===== src/rtl/ramr_pkg.sv =====
// Package for the rational add/multiply/reduce unit.
// Holds field widths, command codes, the sequencer state type and the
// status struct shared by the iterative units. No dependencies.
package ramr_pkg;

	localparam int FIELD_WIDTH_DEF = 16;
	localparam int CMD_W           = 2;
	localparam int RES_NUM_W       = 32;
	localparam int RES_DEN_W       = 30;

	localparam logic [CMD_W-1:0] CMD_ADD = 2'd0;
	localparam logic [CMD_W-1:0] CMD_MUL = 2'd1;
	localparam logic [CMD_W-1:0] CMD_CMP = 2'd2;
	localparam logic [CMD_W-1:0] CMD_NOP = 2'd3;

	typedef enum logic [3:0] {
		S_IDLE,
		S_MUL1,
		S_MUL2,
		S_MUL3,
		S_DEN,
		S_GCD_GO,
		S_GCD_WAIT,
		S_DIVN_GO,
		S_DIVN_WAIT,
		S_DIVD_GO,
		S_DIVD_WAIT,
		S_WRITE
	} seq_state_t;

	typedef struct packed {
		logic busy;
		logic done;
	} iter_stat_t;

endpackage


===== src/rtl/ramr_mul.sv =====
// Shared signed multiplier with a registered product.
// Depends on nothing but its parameter; the sequencer selects the operands.
module ramr_mul #(
	parameter int OPW = 17
) (
	input  logic                    clk,
	input  logic signed [OPW-1:0]   op_a,
	input  logic signed [OPW-1:0]   op_b,
	output logic signed [2*OPW-1:0] prod
);

	logic signed [2*OPW-1:0] prod_q;

	always_ff @(posedge clk) begin
		prod_q <= op_a * op_b;
	end

	assign prod = prod_q;

endmodule


===== src/rtl/ramr_gcd.sv =====
// Iterative binary gcd, one shift or one subtract per cycle.
// Uses ramr_pkg for the status struct. Both operands must be nonzero.
module ramr_gcd #(
	parameter int WIDTH = 32
) (
	input  logic                            clk,
	input  logic                            arst_n,
	input  logic                            start,
	input  logic [WIDTH-1:0]                x_in,
	input  logic [WIDTH-1:0]                y_in,
	output logic [WIDTH-1:0]                g,
	output ramr_pkg::iter_stat_t            stat
);
	import ramr_pkg::*;

	localparam int KW = $clog2(WIDTH);

	logic [WIDTH-1:0] x_q, y_q, g_q;
	logic [KW-1:0]    k_q;
	logic             busy_q, done_q;
	logic             x_gt;
	logic [WIDTH-1:0] big, sml, diff;

	assign x_gt = x_q > y_q;
	assign big  = x_gt ? x_q : y_q;
	assign sml  = x_gt ? y_q : x_q;
	assign diff = big - sml;

	always_ff @(posedge clk or negedge arst_n) begin
		if (!arst_n) begin
			busy_q <= 1'b0;
			done_q <= 1'b0;
		end else begin
			done_q <= 1'b0;
			if (start) begin
				busy_q <= 1'b1;
			end else if (busy_q && x_q == y_q) begin
				busy_q <= 1'b0;
				done_q <= 1'b1;
			end
		end
	end

	always_ff @(posedge clk) begin
		if (start) begin
			x_q <= x_in;
			y_q <= y_in;
			k_q <= '0;
		end else if (busy_q) begin
			priority if (x_q == y_q) begin
				g_q <= x_q << k_q;
			end else if (!x_q[0] && !y_q[0]) begin
				x_q <= x_q >> 1;
				y_q <= y_q >> 1;
				k_q <= k_q + 1'b1;
			end else if (!x_q[0]) begin
				x_q <= x_q >> 1;
			end else if (!y_q[0]) begin
				y_q <= y_q >> 1;
			end else if (x_gt) begin
				// both odd: replace the larger by the difference
				x_q <= diff;
			end else begin
				y_q <= diff;
			end
		end
	end

	assign g         = g_q;
	assign stat.busy = busy_q;
	assign stat.done = done_q;

endmodule


===== src/rtl/ramr_div.sv =====
// Restoring divider, one quotient bit per cycle, WIDTH quotient bits per division.
// Uses ramr_pkg for the status struct. The divisor must be nonzero.
module ramr_div #(
	parameter int WIDTH = 32
) (
	input  logic                 clk,
	input  logic                 arst_n,
	input  logic                 start,
	input  logic [WIDTH-1:0]     dividend,
	input  logic [WIDTH-1:0]     divisor,
	output logic [WIDTH-1:0]     quotient,
	output ramr_pkg::iter_stat_t stat
);
	import ramr_pkg::*;

	localparam int CW = $clog2(WIDTH + 1);

	logic [WIDTH-1:0] quo_q, rem_q, dsr_q;
	logic [CW-1:0]    cnt_q;
	logic             busy_q, done_q;
	logic [WIDTH:0]   trial, trial_sub;
	logic             fits;

	assign trial     = {rem_q, quo_q[WIDTH-1]};
	assign trial_sub = trial - {1'b0, dsr_q};
	assign fits      = trial >= {1'b0, dsr_q};

	always_ff @(posedge clk or negedge arst_n) begin
		if (!arst_n) begin
			busy_q <= 1'b0;
			done_q <= 1'b0;
			cnt_q  <= '0;
		end else begin
			done_q <= 1'b0;
			if (start) begin
				busy_q <= 1'b1;
				cnt_q  <= '0;
			end else if (busy_q) begin
				cnt_q <= cnt_q + 1'b1;
				if (cnt_q == CW'(WIDTH - 1)) begin
					busy_q <= 1'b0;
					done_q <= 1'b1;
				end
			end
		end
	end

	always_ff @(posedge clk) begin
		if (start) begin
			quo_q <= dividend;
			rem_q <= '0;
			dsr_q <= divisor;
		end else if (busy_q) begin
			// shift in the next dividend bit, keep the remainder below the divisor
			rem_q <= fits ? trial_sub[WIDTH-1:0] : trial[WIDTH-1:0];
			quo_q <= {quo_q[WIDTH-2:0], fits};
		end
	end

	assign quotient  = quo_q;
	assign stat.busy = busy_q;
	assign stat.done = done_q;

endmodule


===== src/rtl/rational_add_mul_reduce_unit.sv =====
// Rational add/multiply with reduction to lowest terms.
// Input channel in_valid/in_ready carries cmd, a_num, a_den, b_num, b_den;
// output channel out_valid/out_ready carries res_num, res_den, equal.
// cmd add gives a_num*b_den + b_num*a_den over a_den*b_den, cmd multiply the
// product of numerators over the product of denominators; both are divided
// by the gcd of the numerator magnitude and the denominator, and a zero
// numerator gives 0/1. Compare gives 0/1 with equal set when both fraction
// fields match; the unused command gives 0/1. A zero denominator on add or
// multiply gives 0/0.
// One transaction at a time: in_ready is high only while the sequencer is
// idle. With M = 2*FIELD_WIDTH, add and multiply form terms on the shared
// multiplier in steps MUL1, MUL2, MUL3 and DEN, then run binary gcd steps at
// one per cycle and two divisions of M quotient bits each on the shared
// divider, numerator first, then denominator. A zero numerator skips gcd and
// division; compare, the unused command and the zero-denominator case go
// from idle straight to the write step.
// The result sits in an output register; the sequencer holds in its write
// step while the receiver stalls and a previous result is still pending.
// Reset clears the sequencer and out_valid; no transaction is in flight after it.
module rational_add_mul_reduce_unit #(
	parameter int FIELD_WIDTH = ramr_pkg::FIELD_WIDTH_DEF
) (
	input  logic                                   clk,
	input  logic                                   arst_n,
	input  logic                                   in_valid,
	output logic                                   in_ready,
	input  logic [ramr_pkg::CMD_W-1:0]             cmd,
	input  logic signed [FIELD_WIDTH-1:0]          a_num,
	input  logic [FIELD_WIDTH-2:0]                 a_den,
	input  logic signed [FIELD_WIDTH-1:0]          b_num,
	input  logic [FIELD_WIDTH-2:0]                 b_den,
	output logic                                   out_valid,
	input  logic                                   out_ready,
	output logic signed [ramr_pkg::RES_NUM_W-1:0]  res_num,
	output logic [ramr_pkg::RES_DEN_W-1:0]         res_den,
	output logic                                   equal
);
	import ramr_pkg::*;

	localparam int OPW = FIELD_WIDTH + 1;
	localparam int MW  = 2 * FIELD_WIDTH;

	seq_state_t state_q, state_d;

	logic [CMD_W-1:0]              cmd_q;
	logic signed [FIELD_WIDTH-1:0] an_q, bn_q;
	logic [FIELD_WIDTH-2:0]        ad_q, bd_q;
	logic signed [MW-1:0]          num_q;
	logic [MW-1:0]                 mag_q, den_q, g_q;
	logic                          neg_q, eq_q;

	logic signed [RES_NUM_W-1:0]   res_num_q;
	logic [RES_DEN_W-1:0]          res_den_q;
	logic                          equal_q, out_valid_q;

	logic signed [OPW-1:0]         op_a, op_b;
	logic signed [2*OPW-1:0]       prod;
	logic [MW-1:0]                 prod_t;

	logic                          gcd_start, div_start, div_den;
	logic [MW-1:0]                 gcd_g, div_q, div_dividend;
	iter_stat_t                    gcd_stat, div_stat;

	logic                          accept, out_free, dens_zero;
	logic signed [MW-1:0]          snum;

	assign accept    = in_valid && in_ready;
	assign out_free  = !out_valid_q || out_ready;
	assign dens_zero = (a_den == '0) || (b_den == '0);
	assign prod_t    = MW'(prod);

	ramr_mul #(.OPW(OPW)) u_mul (
		.clk  (clk),
		.op_a (op_a),
		.op_b (op_b),
		.prod (prod)
	);

	ramr_gcd #(.WIDTH(MW)) u_gcd (
		.clk    (clk),
		.arst_n (arst_n),
		.start  (gcd_start),
		.x_in   (mag_q),
		.y_in   (den_q),
		.g      (gcd_g),
		.stat   (gcd_stat)
	);

	assign div_dividend = div_den ? den_q : mag_q;

	ramr_div #(.WIDTH(MW)) u_div (
		.clk      (clk),
		.arst_n   (arst_n),
		.start    (div_start),
		.dividend (div_dividend),
		.divisor  (g_q),
		.quotient (div_q),
		.stat     (div_stat)
	);

	// next state
	always_comb begin
		state_d = state_q;
		unique case (state_q)
			S_IDLE: begin
				if (accept) begin
					if (cmd == CMD_CMP || cmd == CMD_NOP || dens_zero) begin
						state_d = S_WRITE;
					end else begin
						state_d = S_MUL1;
					end
				end
			end
			S_MUL1:      state_d = S_MUL2;
			S_MUL2:      state_d = S_MUL3;
			S_MUL3:      state_d = S_DEN;
			S_DEN:       state_d = (num_q == '0) ? S_WRITE : S_GCD_GO;
			S_GCD_GO:    state_d = S_GCD_WAIT;
			S_GCD_WAIT:  state_d = gcd_stat.done ? S_DIVN_GO : S_GCD_WAIT;
			S_DIVN_GO:   state_d = S_DIVN_WAIT;
			S_DIVN_WAIT: state_d = div_stat.done ? S_DIVD_GO : S_DIVN_WAIT;
			S_DIVD_GO:   state_d = S_DIVD_WAIT;
			S_DIVD_WAIT: state_d = div_stat.done ? S_WRITE : S_DIVD_WAIT;
			S_WRITE:     state_d = out_free ? S_IDLE : S_WRITE;
			default:     state_d = S_IDLE;
		endcase
	end

	// sequencer outputs
	always_comb begin
		in_ready  = 1'b0;
		gcd_start = 1'b0;
		div_start = 1'b0;
		div_den   = 1'b0;
		op_a      = OPW'(an_q);
		op_b      = OPW'(bn_q);
		unique case (state_q)
			S_IDLE: in_ready = 1'b1;
			S_MUL1: begin
				op_a = OPW'(an_q);
				op_b = (cmd_q == CMD_ADD) ? OPW'(bd_q) : OPW'(bn_q);
			end
			S_MUL2: begin
				op_a = OPW'(bn_q);
				op_b = OPW'(ad_q);
			end
			S_MUL3: begin
				op_a = OPW'(ad_q);
				op_b = OPW'(bd_q);
			end
			S_GCD_GO: gcd_start = 1'b1;
			S_DIVN_GO: div_start = 1'b1;
			S_DIVD_GO: begin
				div_start = 1'b1;
				div_den   = 1'b1;
			end
			S_DIVD_WAIT: div_den = 1'b1;
			default: ;
		endcase
	end

	always_ff @(posedge clk or negedge arst_n) begin
		if (!arst_n) begin
			state_q     <= S_IDLE;
			out_valid_q <= 1'b0;
		end else begin
			state_q <= state_d;
			if (state_q == S_WRITE && out_free) begin
				out_valid_q <= 1'b1;
			end else if (out_ready) begin
				out_valid_q <= 1'b0;
			end
		end
	end

	assign snum = neg_q ? -$signed(mag_q) : $signed(mag_q);

	// datapath; payload registers carry no reset
	always_ff @(posedge clk) begin
		if (accept) begin
			cmd_q <= cmd;
			an_q  <= a_num;
			ad_q  <= a_den;
			bn_q  <= b_num;
			bd_q  <= b_den;
			mag_q <= '0;
			neg_q <= 1'b0;
			den_q <= MW'(1);
			eq_q  <= 1'b0;
			if (cmd == CMD_CMP) begin
				eq_q <= (a_num == b_num) && (a_den == b_den);
			end else if (cmd != CMD_NOP && dens_zero) begin
				den_q <= '0;
			end
		end
		unique case (state_q)
			S_MUL2: num_q <= $signed(prod_t);
			S_MUL3: begin
				if (cmd_q == CMD_ADD) begin
					num_q <= num_q + $signed(prod_t);
				end
			end
			S_DEN: begin
				// zero numerator leaves magnitude 0 over 1
				if (num_q == '0) begin
					den_q <= MW'(1);
				end else begin
					den_q <= prod_t;
				end
				neg_q <= num_q < 0;
				mag_q <= (num_q < 0) ? MW'(-num_q) : MW'(num_q);
			end
			S_GCD_WAIT: begin
				if (gcd_stat.done) begin
					g_q <= gcd_g;
				end
			end
			S_DIVN_WAIT: begin
				if (div_stat.done) begin
					mag_q <= div_q;
				end
			end
			S_DIVD_WAIT: begin
				if (div_stat.done) begin
					den_q <= div_q;
				end
			end
			S_WRITE: begin
				if (out_free) begin
					res_num_q <= RES_NUM_W'(snum);
					res_den_q <= RES_DEN_W'(den_q);
					equal_q   <= eq_q;
				end
			end
			default: ;
		endcase
	end

	assign out_valid = out_valid_q;
	assign res_num   = res_num_q;
	assign res_den   = res_den_q;
	assign equal     = equal_q;

endmodule

===== config.mk =====
export PLATFORM = sky130hd
export DESIGN_NAME = rational_add_mul_reduce_unit
export DESIGN_NICKNAME = d
export VERILOG_FILES = /design/src/rtl/ramr_pkg.sv /design/src/rtl/ramr_mul.sv /design/src/rtl/ramr_gcd.sv /design/src/rtl/ramr_div.sv /design/src/rtl/rational_add_mul_reduce_unit.sv
export SDC_FILE = /design/constraint.sdc
export NUM_CORES = 2
export LEC_CHECK = 0
export BUFFER_PORTS_ARGS = -buffer_cell sky130_fd_sc_hd__buf_2
export CAP_MARGIN = 20
export CELL_PAD_IN_SITES_DETAIL_PLACEMENT = 0
export CELL_PAD_IN_SITES_GLOBAL_PLACEMENT = 2
export CORE_UTILIZATION = 41
export DETAILED_ROUTE_END_ITERATION = 8
export PLACE_DENSITY = 0.86
export SLEW_MARGIN = 15
export SYNTH_ARGS = -nofsm -noshare
export SYNTH_HDL_FRONTEND = slang
export SYNTH_SLANG_ARGS = --single-unit

===== constraint.sdc =====
create_clock -name clk -period 9.4 [get_ports clk]
set_input_delay 0 -clock clk [delete_from_list [all_inputs] [get_ports clk]]
set_output_delay 0 -clock clk [all_outputs]
set_load 0.05 [all_outputs]

==> summary.txt <==
Place
  • IO buf count: about 130
  • Worst slack at placement: 929 ps
  • DPL Wire Length: between 80000 and 90000 um
  • GP Congestion: between 0.9 and 1

Logic synthesis
  • Register area share after synthesis: 0.357
  • Seq cells post-synth: approximately 500
  • Post-synth EDFFs: approximately 350
  • Synthesized area per cell: about 9.6 um^2
  • Synth warn: 0
  • Syn Nets: about 4500
  • Most frequent cell after synthesis: inv_1
  • Post-Synthesis Cell Area: 0.0382 mm^2
  • Post-Synthesis Cells: approximately 4000
  • Ys async rst share: 0.0299
  • Synth top area cells: edfxtp_1, fa_1, dfxtp_1
  • Share of the synthesized area in the top cell type: 0.278
  • Main synth FF type: edfxtp_1
  • Cell variety after synth: 94
  • Cell taking the most area after synthesis: edfxtp_1
  • Top post-synthesis cells by count: inv_1, nor2_1, nand2_1

STA
  • # setup viols final: 0
  • Min Tclk post-route: 8390 ps
  • Final setup TNS: 0 ps
  • Final setup skew: roughly 26 ps
  • Rel. slew slack: 0.195
  • RSZ-0062 raised after global routing: false
  • Worst hold slack: 80.5 ps
  • Setup WS post-layout: roughly 1000 ps
  • Final Max Slew Viols: 0
  • Slew at the pin closest to its max-slew limit: 1210 ps
  • Final hold vios: 0
  • Top achievable clock speed: between 0.1 and 0.15 GHz
  • Period Utilization, post-route: 0.893

Final layout
  • Multi-input logic area: about 0.022 mm^2
  • Storage element area: 0.0136 mm^2
  • # fillers: roughly 9000
  • Fin nets: 4625
  • Layout area overhead: 11.8%
  • Layout cell share with drive strength beyond 1: 0.0907

Min path
  • Hold crit path type: in2reg

Clocking
  • Clock Path Buffers: 3
  • Htree depth: 2
  • Root buffer cell: clkbuf_16
  • CTS tree: done
  • Clock Sinks: between 500 and 600
  • # Post-CTS Setup Buffers: 0
  • Clock transition at the registers of the reported paths: ~70 ps
  • CTS Buf Count: between 50 and 60
  • Clock Latency Late Sink: between 600 and 700 ps

Floorplan
  • Rows: roughly 110
  • Die Y: between 300 and 400 um
  • Initial Util: 0.415
  • Die W: between 300 and 400 um
  • DIE AREA: 0.0943 mm^2
  • Ports: 133
  • Core area: ~0.09 mm^2

Global route
  • Pin count of the biggest net entering global routing: 70
  • Global Route Usage Sum: 0.234
  • Vias in the first global route: between 20000 and 30000
  • GR Overflow Total: 0
  • Initial antenna violation count: 3
  • First-pass GRT wire length: between 150000 and 200000 um

Critical path
  • CP arrival: approximately 8900 ps
  • Crit-path slowest cell: and2_1
  • Max stage delay on crit path: approximately 690 ps
  • Critical path fanouts, max: 25
  • CP most frequent cell: fa_1
  • Worst endpoint required time: between 9000 and 10000 ps
  • Critical Path Start Type: flip-flop
  • Critical path class: reg2reg
  • Crit. End Element: flip-flop

Routing
  • DRT iter0 DRCs: between 2000 and 2500
  • Final WL: ~110000 um
  • DR pass1 iterations: 7
  • Final ANT Viol Nets: 0
  • Via density: 5.41
  • WL/cell: 20.4 um
  • Via Count: 29144
  • Drt drc: 0

Flow run
  • Maxcap violations: 0

Status
  • Status: finished, final reports clean
## routing by layer
metal	global-route usage	up-vias	share of wire
li1	-	13930	-
met1	0.286	14279	0.42
met2	0.422	744	0.51
met4	0.0802	0	0.034
met3	0.0282	191	0.044
met5	0	-	0
## worst paths after layout
path | start | end | slack, ps | cells past startpoint
max in group asynchronous | arst_n | u_div.cnt_q[1] | 8400 | 4
worst max-delay path | state_q[3] | u_mul.prod[30] | 1010 | 27
worst min-delay path | b_num[13] | bn_q[13] | 80 | 2
worst max register to register | state_q[3] | u_mul.prod[30] | 1010 | 27
min in group asynchronous | arst_n | out_valid | 500 | 3
worst min register to register | u_gcd.g[9] | g_q[9] | 410 | 0
## layout by cell type (no fill, tap or decap), types with 13 or more instances in the layout
| master | n |
|---|---|
| xor2_1 | 93 |
| a221oi_1 | 52 |
| o31ai_1 | 27 |
| and2_1 | 21 |
| nand4_1 | 29 |
| o21a_1 | 15 |
| dlygate4sd3_1 | 68 |
| ha_1 | 184 |
| nand2b_1 | 42 |
| or2_2 | 22 |
| a21oi_1 | 190 |
| o22ai_1 | 45 |
| a31oi_1 | 15 |
| buf_4 | 51 |
| clkbuf_16 | 60 |
| inv_1 | 492 |
| dfrtp_1 | 15 |
| mux2i_1 | 121 |
| nor2b_1 | 33 |
| buf_2 | 132 |
| or3_1 | 15 |
| a211oi_1 | 22 |
| edfxtp_1 | 353 |
| and3_1 | 21 |
| nand2_1 | 380 |
| xnor2_1 | 121 |
| a222oi_1 | 39 |
| o211ai_1 | 13 |
| nor4_1 | 20 |
| o21ai_0 | 206 |
| nor3_1 | 39 |
| nand3_1 | 46 |
| dfxtp_1 | 132 |
| a21o_1 | 46 |
| nor2_1 | 445 |
| a22oi_1 | 25 |
| fa_1 | 277 |
## timing repair
item,CTS,global route
resized for setup,0,0
hold endpoints to repair,85,0
hold buffers,68,0
## worst max-delay path, delay by kind of cell (launching register included)
kind,cells,cell delay [ps]
adders and majority gates,7,3200
AOI/OAI and AO/OA,8,2470
and+or+nand+nor,6,1310
buffers and inverters,5,640
DFF,1,510
xor gates and xnor gates,1,140
## layout make-up
cell class | count | area share
flip-flops and latches | 501 | 0.320
inverters | 496 | 0.0436
well taps | 1243 | 0.0365
diodes | 2 | 0.000117
multi-input cells | 2783 | 0.512
clock inverters | 33 | 0.00777
clock buffers | 78 | 0.0382
repair buffers | 255 | 0.0418
## kinds of logic (layout without fill, tap and decap cells)
group,count (synthesis),after routing,synth area share
buf+inv,684,862,0.0717
simple gates,1164,1164,0.136
fa+ha+maj,461,461,0.206
other cells,0,2,0
mux,143,143,0.0415
compound gates,801,801,0.138
flops,501,501,0.357
xor+xnor,214,214,0.0491
## metrics by stage
step / cell area, um^2 / utilization / cells
3_3_place_gp: 40000 / 0.435 / 5206
3_5_place_dp: 40000 / 0.435 / 5207
4_1_cts: 42600 / 0.463 / 5386
6_report: 42700 / 0.464 / 5391
2_1_floorplan: 38200 / - / 3968
5_1_grt: 42700 / 0.464 / 5390
## flip-flops by register name, summed over array words and instances, names as in the netlist, 6 cells and up
name / cells
den_q: 32
u_div.cnt_q: 6
u_gcd.x_q: 32
u_div.quotient: 32
bn_q: 16
g_q: 32
u_gcd.g: 32
u_div.rem_q: 32
mag_q: 32
an_q: 16
u_div.dsr_q: 32
num_q: 32
bd_q: 15
ad_q: 15
u_mul.prod: 32
u_gcd.y_q: 32
res_num: 32
res_den: 30
Power is left out: the tool's default activity adds up to more than one toggle a clock period on the data nets, which glitch-free logic cannot reach.
